$ cat src/rtl/cdq_pkg.sv
// ----------------------------------------------------------------------------
// cdq_pkg
// shared types, sizes and codes of the circular deque
// ----------------------------------------------------------------------------
`default_nettype none

package cdq_pkg;

  localparam int DEPTH      = 8;
  localparam int DATA_WIDTH = 32;
  localparam int PTR_W      = $clog2(DEPTH);
  localparam int CNT_W      = $clog2(DEPTH + 1);

  typedef logic [PTR_W-1:0] ptr_t;
  typedef logic [CNT_W-1:0] cnt_t;

  typedef enum logic [1:0] {
    ACT_PUSH_FRONT = 2'd0,
    ACT_PUSH_BACK  = 2'd1,
    ACT_POP_FRONT  = 2'd2,
    ACT_POP_BACK   = 2'd3
  } action_t;

  typedef enum logic [1:0] {
    STATUS_OK        = 2'd0,
    STATUS_OVERFLOW  = 2'd1,
    STATUS_UNDERFLOW = 2'd2
  } status_t;

  typedef enum logic {
    ST_IDLE = 1'b0,
    ST_READ = 1'b1
  } state_t;

  typedef struct packed {
    logic accept;
    logic load_direct;
    logic load_ram;
  } cmd_t;

  typedef struct packed {
    logic full;
    logic empty;
  } stat_t;

  function automatic ptr_t ptr_up(input ptr_t p);
    return (p == PTR_W'(DEPTH - 1)) ? '0 : p + 1'b1;
  endfunction

  function automatic ptr_t ptr_down(input ptr_t p);
    return (p == '0) ? PTR_W'(DEPTH - 1) : p - 1'b1;
  endfunction

endpackage

`default_nettype wire

$ cat src/rtl/cdq_ram.sv
// ----------------------------------------------------------------------------
// cdq_ram
// generic single-write, single-read ram with registered read data
// ----------------------------------------------------------------------------
`default_nettype none

module cdq_ram #(
  parameter int WIDTH = 32,
  parameter int DEPTH = 8
) (
  input  wire logic                     clk,
  input  wire logic                     we,
  input  wire logic [$clog2(DEPTH)-1:0] waddr,
  input  wire logic [WIDTH-1:0]         wdata,
  input  wire logic                     re,
  input  wire logic [$clog2(DEPTH)-1:0] raddr,
  output      logic [WIDTH-1:0]         rdata
);

  logic [WIDTH-1:0] mem [DEPTH];

  always_ff @(posedge clk) begin
    if (we) begin
      mem[waddr] <= wdata;
    end
    if (re) begin
      rdata <= mem[raddr];
    end
  end

endmodule

`default_nettype wire

$ cat src/rtl/cdq_ctrl.sv
// ----------------------------------------------------------------------------
// cdq_ctrl
// handshake controller: accepts words, sequences ram reads, owns output valid
// ----------------------------------------------------------------------------
`default_nettype none

module cdq_ctrl (
  input  wire logic            clk,
  input  wire logic            rst,
  input  wire logic            s_tvalid,
  output      logic            s_tready,
  output      logic            m_tvalid,
  input  wire logic            m_tready,
  input  wire cdq_pkg::action_t action,
  input  wire cdq_pkg::stat_t  stat,
  output      cdq_pkg::cmd_t   cmd
);

  import cdq_pkg::*;

  state_t state;
  state_t state_next;
  logic   out_valid;
  logic   out_valid_next;
  logic   out_free;
  logic   is_pop;
  logic   accept;

  assign out_free = !out_valid || m_tready;
  assign is_pop   = (action == ACT_POP_FRONT) || (action == ACT_POP_BACK);
  assign accept   = s_tvalid && s_tready;

  always_comb begin
    state_next = state;
    unique case (state)
      ST_IDLE: begin
        if (accept && is_pop && !stat.empty) begin
          state_next = ST_READ;
        end
      end
      ST_READ: begin
        if (out_free) begin
          state_next = ST_IDLE;
        end
      end
      default: state_next = ST_IDLE;
    endcase
  end

  always_comb begin
    s_tready        = 1'b0;
    cmd.accept      = 1'b0;
    cmd.load_direct = 1'b0;
    cmd.load_ram    = 1'b0;
    unique case (state)
      ST_IDLE: begin
        s_tready        = out_free;
        cmd.accept      = s_tvalid && out_free;
        cmd.load_direct = s_tvalid && out_free && !(is_pop && !stat.empty);
      end
      ST_READ: begin
        cmd.load_ram = out_free;
      end
      default: ;
    endcase
  end

  always_comb begin
    if (cmd.load_direct || cmd.load_ram) begin
      out_valid_next = 1'b1;
    end else if (m_tready) begin
      out_valid_next = 1'b0;
    end else begin
      out_valid_next = out_valid;
    end
  end

  assign m_tvalid = out_valid;

  always_ff @(posedge clk) begin
    if (rst) begin
      state     <= ST_IDLE;
      out_valid <= 1'b0;
    end else begin
      state     <= state_next;
      out_valid <= out_valid_next;
    end
  end

endmodule

`default_nettype wire

$ cat src/rtl/cdq_datapath.sv
// ----------------------------------------------------------------------------
// cdq_datapath
// ring pointers, entry count, ring ram and the result register
// ----------------------------------------------------------------------------
`default_nettype none

module cdq_datapath (
  input  wire logic             clk,
  input  wire logic             rst,
  input  wire cdq_pkg::cmd_t    cmd,
  input  wire cdq_pkg::action_t action,
  input  wire logic [31:0]      push_value,
  output      cdq_pkg::stat_t   stat,
  output      logic [31:0]      pop_value,
  output      cdq_pkg::status_t status,
  output      logic [3:0]       occupancy
);

  import cdq_pkg::*;

  ptr_t                  head;
  ptr_t                  head_next;
  ptr_t                  tail;
  ptr_t                  tail_next;
  cnt_t                  count;
  cnt_t                  count_next;
  logic                  wr_en;
  ptr_t                  wr_addr;
  logic                  rd_en;
  ptr_t                  rd_addr;
  logic [DATA_WIDTH-1:0] wr_data;
  logic [DATA_WIDTH-1:0] rd_data;
  logic [31:0]           res_value;
  status_t               res_status;

  assign stat.full  = (count == CNT_W'(DEPTH));
  assign stat.empty = (count == '0);
  assign wr_data    = DATA_WIDTH'(push_value);

  always_comb begin
    head_next  = head;
    tail_next  = tail;
    count_next = count;
    wr_en      = 1'b0;
    wr_addr    = head;
    rd_en      = 1'b0;
    rd_addr    = head;
    res_value  = '0;
    res_status = STATUS_OK;
    unique case (action)
      ACT_PUSH_FRONT, ACT_PUSH_BACK: begin
        if (stat.full) begin
          res_status = STATUS_OVERFLOW;
        end else begin
          wr_en      = cmd.accept;
          count_next = count + 1'b1;
          if (stat.empty) begin
            tail_next = head;
            wr_addr   = head;
          end else if (action == ACT_PUSH_FRONT) begin
            head_next = ptr_down(head);
            wr_addr   = ptr_down(head);
          end else begin
            tail_next = ptr_up(tail);
            wr_addr   = ptr_up(tail);
          end
        end
      end
      ACT_POP_FRONT, ACT_POP_BACK: begin
        if (stat.empty) begin
          res_value  = '1;
          res_status = STATUS_UNDERFLOW;
        end else begin
          rd_en      = cmd.accept;
          count_next = count - 1'b1;
          if (action == ACT_POP_FRONT) begin
            rd_addr   = head;
            head_next = ptr_up(head);
          end else begin
            rd_addr   = tail;
            tail_next = ptr_down(tail);
          end
        end
      end
      default: ;
    endcase
  end

  cdq_ram #(
    .WIDTH (DATA_WIDTH),
    .DEPTH (DEPTH)
  ) u_ring (
    .clk   (clk),
    .we    (wr_en),
    .waddr (wr_addr),
    .wdata (wr_data),
    .re    (rd_en),
    .raddr (rd_addr),
    .rdata (rd_data)
  );

  always_ff @(posedge clk) begin
    if (rst) begin
      head  <= '0;
      tail  <= PTR_W'(DEPTH - 1);
      count <= '0;
    end else if (cmd.accept) begin
      head  <= head_next;
      tail  <= tail_next;
      count <= count_next;
    end
  end

  always_ff @(posedge clk) begin
    if (cmd.load_direct) begin
      pop_value <= res_value;
      status    <= res_status;
      occupancy <= 4'(count_next);
    end else if (cmd.load_ram) begin
      pop_value <= 32'(rd_data);
      status    <= STATUS_OK;
      occupancy <= 4'(count);
    end
  end

endmodule

`default_nettype wire

$ cat src/rtl/circular_deque.sv
// ----------------------------------------------------------------------------
// circular_deque
// double-ended queue of DEPTH words kept in a ring ram
// ----------------------------------------------------------------------------
// Each input word requests push front, push back, pop front or pop back and
// yields exactly one output word with the popped value, a status (ok,
// overflow, underflow) and the occupancy after the operation. Pushes,
// overflows and underflows complete at the accepting edge, so with the
// output taken every cycle the block sustains one such word per cycle. A
// successful pop reads the ring ram through its registered read port, then
// the word is loaded into the result register, and no new word is accepted
// meanwhile. The ring is not cleared after reset; pops only ever read
// entries already written by a push.
`default_nettype none

module circular_deque (
  input  wire logic        clk,
  input  wire logic        rst,
  input  wire logic        s_tvalid,
  output      logic        s_tready,
  input  wire logic [39:0] s_tdata,  // action[1:0], push_value[33:2], zero pad
  output      logic        m_tvalid,
  input  wire logic        m_tready,
  output      logic [39:0] m_tdata   // pop_value[31:0], status[33:32],
                                     // occupancy[37:34], zero pad
);

  import cdq_pkg::*;

  action_t     action;
  logic [31:0] push_value;
  cmd_t        cmd;
  stat_t       stat;
  logic [31:0] pop_value;
  status_t     status;
  logic [3:0]  occupancy;

  assign action     = action_t'(s_tdata[1:0]);
  assign push_value = s_tdata[33:2];

  cdq_ctrl u_ctrl (
    .clk      (clk),
    .rst      (rst),
    .s_tvalid (s_tvalid),
    .s_tready (s_tready),
    .m_tvalid (m_tvalid),
    .m_tready (m_tready),
    .action   (action),
    .stat     (stat),
    .cmd      (cmd)
  );

  cdq_datapath u_datapath (
    .clk        (clk),
    .rst        (rst),
    .cmd        (cmd),
    .action     (action),
    .push_value (push_value),
    .stat       (stat),
    .pop_value  (pop_value),
    .status     (status),
    .occupancy  (occupancy)
  );

  assign m_tdata = {2'b00, occupancy, status, pop_value};

  // queue can never be full and empty at once
  assert property (@(posedge clk) disable iff (rst) !(stat.full && stat.empty))
    else $error("full and empty together");

  // a pop that reads the ram blocks the input for the following cycle
  assert property (@(posedge clk) disable iff (rst)
    (s_tvalid && s_tready && action[1] && !stat.empty) |=> !s_tready)
    else $error("input accepted during ram read");

  // ram data is loaded only while no input word is being taken
  assert property (@(posedge clk) disable iff (rst)
    cmd.load_ram |-> !(s_tready || cmd.load_direct))
    else $error("ram load overlaps an accept");

  // an underflow always reports an empty queue
  assert property (@(posedge clk) disable iff (rst)
    (m_tvalid && status == STATUS_UNDERFLOW) |-> (occupancy == 4'd0))
    else $error("underflow with nonzero occupancy");

endmodule

`default_nettype wire

$ cat config.mk
export PLATFORM = sky130hd
export DESIGN_NAME = circular_deque
export DESIGN_NICKNAME = d
export VERILOG_FILES = /design/src/rtl/cdq_pkg.sv /design/src/rtl/cdq_ram.sv /design/src/rtl/cdq_ctrl.sv /design/src/rtl/cdq_datapath.sv /design/src/rtl/circular_deque.sv
export SDC_FILE = /design/constraint.sdc
export NUM_CORES = 1
export LEC_CHECK = 0
export BUFFER_PORTS_ARGS = -buffer_cell sky130_fd_sc_hd__buf_2
export CAP_MARGIN = 20
export CORE_MARGIN = 5
export CORE_UTILIZATION = 40
export CTS_CLUSTER_DIAMETER = 120
export DETAILED_ROUTE_END_ITERATION = 16
export GPL_TIMING_DRIVEN = 0
export HOLD_SLACK_MARGIN = 0.08
export MAX_ROUTING_LAYER = met4
export PLACE_DENSITY_LB_ADDON = 0.08
export SYNTH_ARGS = -nofsm -noshare
export SYNTH_HDL_FRONTEND = slang
export SYNTH_HIERARCHICAL = 1
export SYNTH_SLANG_ARGS = --single-unit
$ cat constraint.sdc
create_clock -name clk -period 4.9 [get_ports clk]
set_input_delay 0.735 -clock clk [delete_from_list [all_inputs] [get_ports clk]]
set_output_delay 0.735 -clock clk [all_outputs]
set_load 0.05 [all_outputs]
* Yosys cells after proc, flatten, opt, wreduce, memory -nomap -nowiden
Memory sizes are Yosys's and may differ from the RTL's. A register that Yosys moved wholly into a read port is not among the register bits.
Index checks and enable logic that the tools add are counted.
Widths: inputs -> output; s select.
** Operators by class
- $add $sub $neg :: 6
- Multipliers :: 0
- Divide/modulo/power cells :: 0
- Order comparisons :: 0
- Equal/unequal tests :: 13
- Shift operators :: 0
- Multiplexer cells :: 51
- Bitwise logic cells :: 1
- Reduce and logical (&&, ||, !) cells :: 22
** Operators by type and width (count)
- $mux 32 :: 4
- $mux 3 :: 21
- $mux 4 :: 4
- $mux 1 :: 13
- $pmux 3 s2 :: 2
- $ne 2x2->1 const B :: 5
- $mux 2 :: 4
- $pmux 4 s2 :: 1
- $add 3x1->3 const B :: 2
- $eq 3x3->1 const B :: 2
- $logic_and 1x1->1 :: 6
- $logic_not 3->1 :: 2
- $reduce_and 6->1 :: 1
- $sub 3x1->3 const B :: 2
- $reduce_and 5->1 :: 1
- $add 4x1->4 const B :: 1
- $eq 2x2->1 const B :: 2
- $eq 4x4->1 const B :: 1
- $logic_not 4->1 :: 1
- $pmux 2 s2 :: 1
- $reduce_bool 2->1 :: 2
- $reduce_or 2->1 :: 2
- $sub 4x1->4 const B :: 1
- $logic_not 1->1 :: 3
- other kinds (7) :: 9
** Word-level totals
- Register bits after elaboration :: 50
- Bits in latches :: 0
- Memory bits (writable) :: 256
- Memory bits (read-only) :: 0
- Bits of input ports :: 44
- Output and inout bits :: 42
- Word-level logic and storage cells :: 102
- Memories kept :: 1
** Memories
- u_datapath.u_ring.mem :: depth 8, bits a word 32, read ports 1, clocked after memory_dff 1, wr ports 1, line cdq_ram.sv:20 : logic [WIDTH-1:0] mem [DEPTH];

* Longest topological paths before layout
Gate-level depths: netlist of the first run.
- Depth after elaboration :: 10
- Gate-level depth with buffers :: 11
- Mapped depth without buffers :: 10

* By module
The synthesis of the first run kept the hierarchy.
** By module, submodules not included
- cdq_ram :: instances 1, cells an instance 415, area each 10786.6 sq um, sequential area each 8648.3 sq um
- cdq_datapath :: instances 1, cells an instance 255, area each 2527.4 sq um, sequential area each 1341.3 sq um
- cdq_ctrl :: instances 1, cells an instance 13, area each 123.9 sq um, sequential area each 40.0 sq um
- circular_deque :: instances 1, cells an instance 3, area each 18.8 sq um, sequential area each 0.0 sq um

* Least setup slack after synthesis of the first run
Ideal clock, no wire load.
- Path kind :: input-to-reg
- From :: input port m_tready
- To :: memory u_datapath.u_ring.mem[0][0] (enable)
- Setup time :: 461 ps
- Arrival time :: 4282 ps
- Data required time :: 4439 ps
- Path slack :: 157 ps
- Stages on the path :: 7
- Buffers on the path :: 1
- Cell sequence :: nand2b_4 -> nor2b_4 -> and2_2 -> clkbuf_1 -> nor3b_1 -> nand2b_1 -> nor3_1
** RTL lines
- start: declaration :: line circular_deque.sv:23 : input wire logic m_tready,
- end: declaration :: line cdq_ram.sv:20

==> results of run 1 <==
==> report_power, final <==
group	switching, mW	internal, mW	leakage, nW
sequential	0.0517	3.41	3.07
clock	1.04	1.57	0.555
combinational	0.836	0.519	1.79
==> synth_stat cells, types with 4 or more instances <==
| cell | count |
|---|---|
| nor2b_1 | 4 |
| xnor2_1 | 4 |
| ha_1 | 10 |
| nand2b_1 | 8 |
| buf_6 | 8 |
| mux4_2 | 24 |
| dfxtp_1 | 12 |
| nand2_1 | 19 |
| a21oi_1 | 10 |
| mux2_2 | 33 |
| inv_1 | 43 |
| nor2_1 | 18 |
| clkbuf_1 | 10 |
| edfxtp_1 | 326 |
| nor3_1 | 4 |
| o21ai_0 | 46 |
| mux4_1 | 40 |
| buf_2 | 13 |
==> flip-flops by register name (all words and copies together) (netlist names) <==
| name | flops |
|---|---|
| u_datapath/status | 2 |
| u_datapath/u_ring/rdata | 32 |
| u_datapath/u_ring/mem | 256 |
| u_ctrl/m_tvalid | 1 |
| u_ctrl/state | 1 |
| u_datapath/pop_value | 32 |
| u_datapath/tail | 3 |
| u_datapath/occupancy | 4 |
| u_datapath/count | 4 |
| u_datapath/head | 3 |
==> per-stage QoR <==
step	util	setup slack (ps)	hold WS (ps)	setup TNS, ps
final	0.476	1410	488	0
after global routing	0.476	1170	470	0
after CTS	0.474	1130	471	0
after detailed placement	0.440	1130	559	0
after global placement	0.432	-2860	561	-378440
after floorplan	-	157	514	0
==> area by class of cell <==
cell class,instances,area share
multi-input cells,269,0.195
diodes,4,0.000631
plain buffers,36,0.0138
inverters,44,0.0112
well taps,448,0.0353
repair buffers,92,0.0405
flip-flops and latches,338,0.632
clock inverters,15,0.00994
clock buffers,46,0.0618
==> how the worst max path moves through the flow <==
stage	start	to	slack, ps	depth (start not counted)
2_1_floorplan	m_tready	u_datapath/u_ring/mem[0][0]	160	7
3_3_place_gp	m_tready	u_datapath/u_ring/mem[4][3]	-2860	8
3_5_place_dp	s_tdata[1]	u_datapath/u_ring/mem[6][10]	1130	8
4_1_cts	u_datapath/count[0]	u_datapath/pop_value[11]	1130	9
5_1_grt	u_datapath/count[0]	u_datapath/pop_value[4]	1170	10
6_report	u_datapath/count[0]	u_datapath/pop_value[11]	1410	10
==> kinds of logic after synthesis <==
group           synth area share
simple gates              0.0316
mux                        0.148
flops                      0.745
xor+xnor                 0.00260
fa+ha+maj                0.00930
other cells             0.000279
buf+inv                   0.0295
compound gates            0.0333
==> metal layers <==
layer | vias up | share of wire
met1 | 3440 | 0.44
met4 | 0 | 0.023
li1 | 3019 | -
met2 | 146 | 0.50
met3 | 45 | 0.043
met5 | - | 0
==> run metrics, run 1 <==
Synth Cell Area 0.0135 sq mm; Chip Width 193 um; Tot GR Track Use 0.158; fillers 2,843; # hold bufs at CTS 0; Hold Path Cell Cnt 2; nets@finish 871; crit share post-route 0.712; detailed-route via count 6,650; Final Setup Violations 0; CP endpoint kind register; Async SR Flop Fraction 0; CP Max Fanout 21; max incr delay on CP 620 ps; core footprint 0.0334 sq mm; RSZ-0062 raised after global routing no; Post-synth EDFFs 326; CTS H-tree depth 2; Reg2Reg Depth 10; R2R Path End u_datapath/pop_value[11]; fin crit period 3490 ps; yosys warns 6; buffer count from post-CTS setup fixing 0; first-pass GRT wire length 44,000 um; commonest non-fill, non-tap cell in the layout edfxtp_1; placed instance area 0.0147 sq mm; Slew headroom 0.339; Slew @ Worst Pin 986 ps; number of global-route vias before repair 7,041; vias per inst 5.15; area leader, netlist edfxtp_1; CP required 5110 ps; HPWL after detailed placement 18,200 um; synthesized instance count 686; total power 7.43 mW; DRC errors left 0; Worst Path Buf+Inv 5; IO buf count 76; GRT overflow 0; Starting Density 0.403; reg2reg start u_datapath/count[0]; GR Layer Usage met1 0.203; Hold Startpoint rst; clk_skew 12.5 ps; worst path arrival time 3700 ps; CTS tree built; deepest clock path buffer count 3; PostCTS Resize Cnt 0; clock-pin slew on the worst setup and hold paths 60 ps; P per Cell Area 468 mW/mm^2; initial antenna violation count 5; CP max stage cell or2_2; setup slack, reg-to-reg 1410 ps; die span in y 193 um; post-synth top area share 0.727; Routed WL 29,000 um; Num CTS Buffers 36; Area Growth Syn to Fin 17.9%; commonest cells after routing, fill and taps aside edfxtp_1, buf_2, o21ai_0; Storage cell area 0.0100 sq mm; Min-Delay Path Class input port to register; CP Launch Type register; Antenna Nets Post-Route 0; max-slew violations 0; Max Clock Freq 287 MHz; Primary FF master, synth edfxtp_1; number of cell rows 67; Synth Register Bits 338; placed cells 1,226; Final Hold Fails 0; Finished Layout Cells 1,292; crit path kind register to register; Area contributors post-synth edfxtp_1, mux4_1, mux4_2; Hold Path End u_ctrl/m_tvalid; Die Footprint 0.0374 sq mm; clock root cell clkbuf_16; GR Util met2 0.262; worst vdd ir 192 uV; Max-Cap Viols 0; met3 Use GR 0.0320; Leak 5.41 nW; clock sinks 338; drt first pass iters 5; delay-heaviest family, CP simple AND/OR/NAND/NOR gates; Multi-input gate area 0.00309 sq mm; status completed; design area 0.0159 sq mm; Starting DRT DRC Count 450; busiest grt layer met2; Worst-Skew Late Latency 510 ps; sequential fraction of the synthesis area 0.745; crit-path cells inv_1, ha_1, or3b_1, buf_6, clkinv_8, nand2b_1, and3_1, clkbuf_1, or2_2, buf_16; layout cells sized above 1 0.286; Ports 86; syn_area_per_cell 19.6 sq um; GPL Wtd Cong 0.798; DR WL/cell 22.5 um; largest net degree at the start of global routing 39; Synth cell types 56
No activity file was read; power rests on OpenSTA's default activity.
==> run 2, diff against run 1 <==
==> constraint.sdc (replaced) <==
create_clock -name clk -period 3.2 [get_ports clk]
set_input_delay 0.48 -clock clk [delete_from_list [all_inputs] [get_ports clk]]
set_output_delay 0.48 -clock clk [all_outputs]
set_load 0.05 [all_outputs]
==> run 2 against run 1 <==
  * Utilization up 0.44 points
  * Critical path depth up 1
  * Combinational power up 58%
  * Clock skew down 3.1 ps
  * Non-clock buffer count up 11
  * Clock power up 45%
  * Final area up 0.92%
  * Routed wire length up 2.6%
  * Largest cell class unchanged
  * Largest power group unchanged
  * Highest routed layer unchanged
==> run metrics, run 2 (synthesis gave the netlist of run 1 again) <==
Routed WL 29,800 um (+2.6%); commonest non-fill, non-tap cell in the layout edfxtp_1; worst path arrival time 3290 ps (-410 ps); core footprint 0.0334 sq mm (unchanged); max incr delay on CP 570 ps (-50 ps); CP required 3460 ps (-1650 ps); clk_skew 9.31 ps (-3.15 ps); cell mode on critical path buf_6; clock power share 0.337 (-0.014); Area Growth Syn to Fin 19.0%; Ports 86 (unchanged); IO buf count 76 (unchanged); DR WL/cell 22.9 um (+1.8%); Slew @ Worst Pin 739 ps (-247 ps); placed cells 1,223 (-0.24%); Finished Layout Cells 1,302 (+0.77%); biggest regs u_datapath/u_ring/mem (256), u_datapath/pop_value (32), u_datapath/u_ring/rdata (32); Tot GR Track Use 0.163 (+0.00440); Die Footprint 0.0374 sq mm (unchanged); status completed; crit share post-route 0.946 (+0.234); GPL Wtd Cong 0.771 (-3.4%); HPWL after detailed placement 18,100 um (-0.42%); CTS tree built; clock root cell clkbuf_16; nets@finish 884 (+1.5%); vias per inst 5.19 (+0.92%); CP Max Fanout 10 (-52%); crit-path cells inv_1, ha_4, or3b_1, buf_6, nand3_2, nand2_1, o21ai_0, buf_6, buf_6, mux4_1, mux2_2; largest net degree at the start of global routing 25 (-36%); number of global-route vias before repair 7,071 (+0.43%); commonest cells after routing, fill and taps aside edfxtp_1, buf_2, o21ai_0; Starting Density 0.403 (unchanged); Worst-Skew Late Latency 510 ps (about the same); P_int 8.25 mW (+50%); initial antenna violation count 3 (-2); # hold bufs at CTS 0 (unchanged); Max Clock Freq 330 MHz (+15%); worst vdd ir 436 uV (+130%); CTS H-tree depth 2 (unchanged); number of cell rows 67 (unchanged); max-slew violations 0 (unchanged); detailed-route via count 6,763 (+1.7%); register share of total power 0.472 (+0.006); crit path kind register to register; Biggest register u_datapath/u_ring/mem; Min-Delay Path Class input port to register; Max-Cap Viols 0 (unchanged); GRT overflow 0 (unchanged); first-pass GRT wire length 44,900 um (+2.0%); Chip Width 193 um (unchanged); Net Switching 2.99 mW (+55%); fillers 2,861 (+0.63%); Slew headroom 0.507 (+0.168); Antenna Nets Post-Route 0 (unchanged); Leak 5.48 nW (+1.2%); fin crit period 3030 ps (-461 ps); worst hold slack 235 ps (-253 ps); DRC errors left 0 (unchanged); logic gate share of total power 0.191 (+0.008); drt first pass iters 4 (-1); layout cells sized above 1 0.302 (+0.0163); Starting DRT DRC Count 473 (+5.1%); Switching Share 0.266 (+0.00644); CP max stage cell mux4_1; deepest clock path buffer count 3 (unchanged); CP Launch Type register; max FFs per register 256 (unchanged); RSZ-0062 raised after global routing no; clock sinks 338 (unchanged); Final Hold Fails 0 (unchanged); Num CTS Buffers 37 (+2.8%); clock-pin slew on the worst setup and hold paths 60 ps (about the same); CP endpoint kind register; Final Setup Violations 0 (unchanged); P per Cell Area 702 mW/mm^2 (+50%); die span in y 193 um (unchanged)
==> run 2: layout make-up <==
class / count / area (sq um) / share of cell area
flip-flops and latches: 338 / 10000 / 0.626
multi-input cells: 270 / 3130 / 0.196
well taps: 448 / 561 / 0.0350
diodes: 3 / 7.51 / 0.000469
clock buffers: 47 / 995 / 0.0621
repair buffers: 104 / 791 / 0.0494
inverters: 44 / 178 / 0.0111
clock inverters: 13 / 70.1 / 0.00438
plain buffers: 35 / 251 / 0.0157
==> run 2: power by group through the flow <==
stage	combinational (mW)	sequential, mW	clock [mW]
3_3_place_gp	2.01	5.40	0
3_5_place_dp	2.11	5.40	0
6_report	2.15	5.30	3.79
2_1_floorplan	1.12	5.74	0
5_1_grt	2.31	5.32	4.10
4_1_cts	2.17	5.30	3.91
==> run 2: metal layers <==
| layer | share of wire | up-vias | track usage |
|---|---|---|---|
| met5 | 0 | - | - |
| li1 | - | 3042 | - |
| met2 | 0.51 | 156 | 0.270 |
| met4 | 0.014 | 0 | 0.0320 |
| met1 | 0.42 | 3521 | 0.211 |
| met3 | 0.056 | 44 | 0.0346 |
==> run 2: path summary, 6_finish.rpt <==
kind	from	endpoint	slack (ps)	cells past startpoint
worst min register to register	u_datapath/u_ring/rdata[2]	u_datapath/pop_value[2]	580	2
worst max-delay path	u_datapath/count[1]	u_datapath/u_ring/rdata[19]	170	11
worst min-delay path	s_tdata[14]	u_datapath/u_ring/mem[7][12]	240	1
worst max register to register	u_datapath/count[1]	u_datapath/u_ring/rdata[19]	170	11
==> run 2: timing repair <==
action                                  in CTS  in global routing
endpoints found under the setup margin     257                175
buffers inserted                             8                  8
gates resized for setup                     13                  6
pin swaps                                    4                  4
gates cloned                                 1                  0
==> run 2: critical path, delay by kind of cell, from the launching register on <==
kind                     cells  cell delay (ps)
multiplexers                 2              850
flip-flops                   1              340
buffers and inverters        4              750
AO/OA/AOI/OAI                1              120
adder cells (fa/ha/maj)      1              190
AND/OR/NAND/NOR              3              540
==> run 2: stage by stage <==
step | power, mW | TNS [ps] | setup WS (ps) | util | instance area [sq um]
2_1_floorplan | 6.86 | -113020 | -474 | - | 13500
3_3_place_gp | 7.41 | -639990 | -2540 | 0.432 | 14400
3_5_place_dp | 7.51 | -106100 | -642 | 0.442 | 14700
4_1_cts | 11.4 | 0 | 0.942 | 0.477 | 15900
5_1_grt | 11.7 | 0 | 8.91 | 0.480 | 16000
6_report | 11.2 | 0 | 173 | 0.480 | 16000
==> run 3, diff against run 2 <==
==> constraint.sdc (replaced) <==
create_clock -name clk -period 3.2 [get_ports clk]
set_input_delay 0 -clock clk [delete_from_list [all_inputs] [get_ports clk]]
set_output_delay 0 -clock clk [all_outputs]
set_load 0.05 [all_outputs]
==> run 3 against run 2 <==
  * Register-to-register slack about the same
  * Critical path type unchanged
  * Highest routed layer unchanged
  * Final area rose by 2.3%
  * Count of clock-buffer cells in the layout unchanged
  * Non-clock buffer count rose by 37
  * Via count rose by 1.8%
==> run metrics, run 3 (synthesis gave the netlist of run 1 again) <==
status completed; layout cells sized above 1 0.289 (-0.0126); logic gate share of total power 0.194 (+0.003); CP required 3460 ps (about the same); crit path kind register to register; CP Max Fanout 10 (unchanged); clock root cell clkbuf_16; Routed WL 30,000 um (+0.72%); Worst-Skew Late Latency 510 ps (about the same); max incr delay on CP 570 ps (about the same); Leak 5.63 nW (+2.9%); cell mode on critical path buf_6; P_int 8.28 mW (+0.38%); Starting Density 0.403 (unchanged); Chip Width 193 um (unchanged); DR WL/cell 22.4 um (-1.9%); clk_skew 9.12 ps (-0.189 ps); clock power share 0.336 (about the same); register share of total power 0.470 (-0.002); P per Cell Area 688 mW/mm^2 (-1.9%); nets@finish 921 (+4.2%); GPL Wtd Cong 0.771 (unchanged); commonest non-fill, non-tap cell in the layout edfxtp_1; worst hold slack 219 ps (-16.4 ps); Worst Path Buf+Inv 4 (unchanged); Slew headroom 0.512 (+0.00493); RSZ-0062 raised after global routing no; met3 Use GR 0.0308 (-0.00383); largest net degree at the start of global routing 25 (unchanged); CP max stage cell mux4_1; GR Layer Usage met1 0.215 (+0.00433); Max Clock Freq 330 MHz (about the same); Area Growth Syn to Fin 21.7%; Slew @ Worst Pin 732 ps (-7.39 ps); worst path arrival time 3290 ps (about the same); Starting DRT DRC Count 454 (-4.0%); IO buf count 76 (unchanged); Net Switching 3.00 mW (+0.34%); CTS H-tree depth 2 (unchanged); detailed-route via count 6,883 (+1.8%); CP endpoint kind register; Die Footprint 0.0374 sq mm (unchanged); GR Util met2 0.271 (+0.00182); Max-Cap Viols 0 (unchanged); deepest clock path buffer count 3 (unchanged); Ports 86 (unchanged); HPWL after detailed placement 18,100 um (unchanged); worst vdd ir 436 uV (about the same); Final Hold Fails 0 (unchanged); delay-heaviest family, CP multiplexers; clock-pin slew on the worst setup and hold paths 60 ps (about the same); max FFs per register 256 (unchanged); number of cell rows 67 (unchanged); die span in y 193 um (unchanged); core footprint 0.0334 sq mm (unchanged); Switching Share 0.266 (about the same); GRT overflow 0 (unchanged); placed instance area 0.0147 sq mm (unchanged); CTS tree built; fin crit period 3030 ps (+0.552 ps); Final Setup Violations 0 (unchanged); number of global-route vias before repair 7,229 (+2.2%); max-slew violations 0 (unchanged); total power 11.3 mW (+0.37%); clock sinks 338 (unchanged); crit-path cells inv_1, ha_4, or3b_1, buf_6, nand3_2, nand2_1, o21ai_0, buf_6, buf_6, mux4_1, mux2_2; vias per inst 5.15 (-0.89%); Antenna Nets Post-Route 0 (unchanged); design area 0.0164 sq mm (+2.3%); biggest regs u_datapath/u_ring/mem (256), u_datapath/pop_value (32), u_datapath/u_ring/rdata (32); Tot GR Track Use 0.164 (+0.00124); commonest cells after routing, fill and taps aside edfxtp_1, buf_2, o21ai_0; DRC errors left 0 (unchanged); busiest grt layer met2; first-pass GRT wire length 45,500 um (+1.1%); initial antenna violation count 1 (-2); Min-Delay Path Class input port to register; drt first pass iters 5 (+1); CP Launch Type register; crit share post-route 0.946 (about the same); final worst slack 173 ps (-0.552 ps); Biggest register u_datapath/u_ring/mem; dpl ws -642 ps (unchanged); TNS Setup 0 ps (unchanged); Num CTS Buffers 37 (unchanged)
-- run 3: cell types whose count changed in the layout (fill, tap and decap cells not counted), sizes merged --
| cell | delta |
|---|---|
| dlygate4sd3 | +37 |
| diode | -2 |
-- run 3: worst register-to-register path: cells and delay by family (launching register included) --
kind | cells | cell delay [ps]
adders and majority gates | 1 | 190
and+or+nand+nor | 3 | 550
DFF | 1 | 340
buffers and inverters | 4 | 740
AOI/OAI and AO/OA | 1 | 120
muxes | 2 | 850
-- run 3: cell type report --
cell class	instances	area, sq um
Inverter	44	178
Fill cell	2838	17000
Antenna cell	1	2.50
Buffer	35	251
Clock buffer	47	995
Timing Repair Buffer	141	1160
Sequential cell	338	10000
Tap cell	448	561
Clock inverter	13	70.1
Multi-Input combinational cell	270	3130
-- run 3: path summary, 6_finish.rpt --
kind,startpoint,endpoint,slack [ps],cells after the start
hold reg to reg,u_datapath/u_ring/rdata[2],u_datapath/pop_value[2],570,2
hold / removal,s_tdata[0],u_datapath/tail[1],220,5
setup reg to reg,u_datapath/count[1],u_datapath/u_ring/rdata[19],170,11
setup / recovery,u_datapath/count[1],u_datapath/u_ring/rdata[19],170,11
-- run 3: per-layer routing --
| layer | part of all wire | vias up |
|---|---|---|
| li1 | - | 3115 |
| met1 | 0.43 | 3590 |
| met2 | 0.51 | 134 |
| met3 | 0.047 | 44 |
| met4 | 0.014 | 0 |
| met5 | 0 | - |
-- run 3: metrics by stage --
| stage | std cells | utilization |
|---|---|---|
| floorplan | 687 | - |
| global placement | 1211 | 0.432 |
| detailed placement | 1223 | 0.442 |
| CTS | 1328 | 0.488 |
| global route | 1337 | 0.491 |
| finish | 1337 | 0.491 |
-- run 3: power by group through the flow --
stage                     Combinational (mW)  Clock (mW)  Sequential (mW)
after floorplan                         1.12           0             5.74
after global placement                  2.01           0             5.40
after detailed placement                2.11           0             5.40
after CTS                               2.21        3.91             5.30
after global routing                    2.35        4.10             5.32
final                                   2.19        3.79             5.30
-- run 3: timing repair --
| action | CTS | global route |
|---|---|---|
| cloned | 1 | 0 |
| hold endpoints to repair | 264 | 0 |
| buffers inserted | 8 | 8 |
| resized for setup | 13 | 6 |
| hold buffers | 37 | 0 |
| setup endpoints to repair | 257 | 175 |
| pin swaps | 4 | 4 |
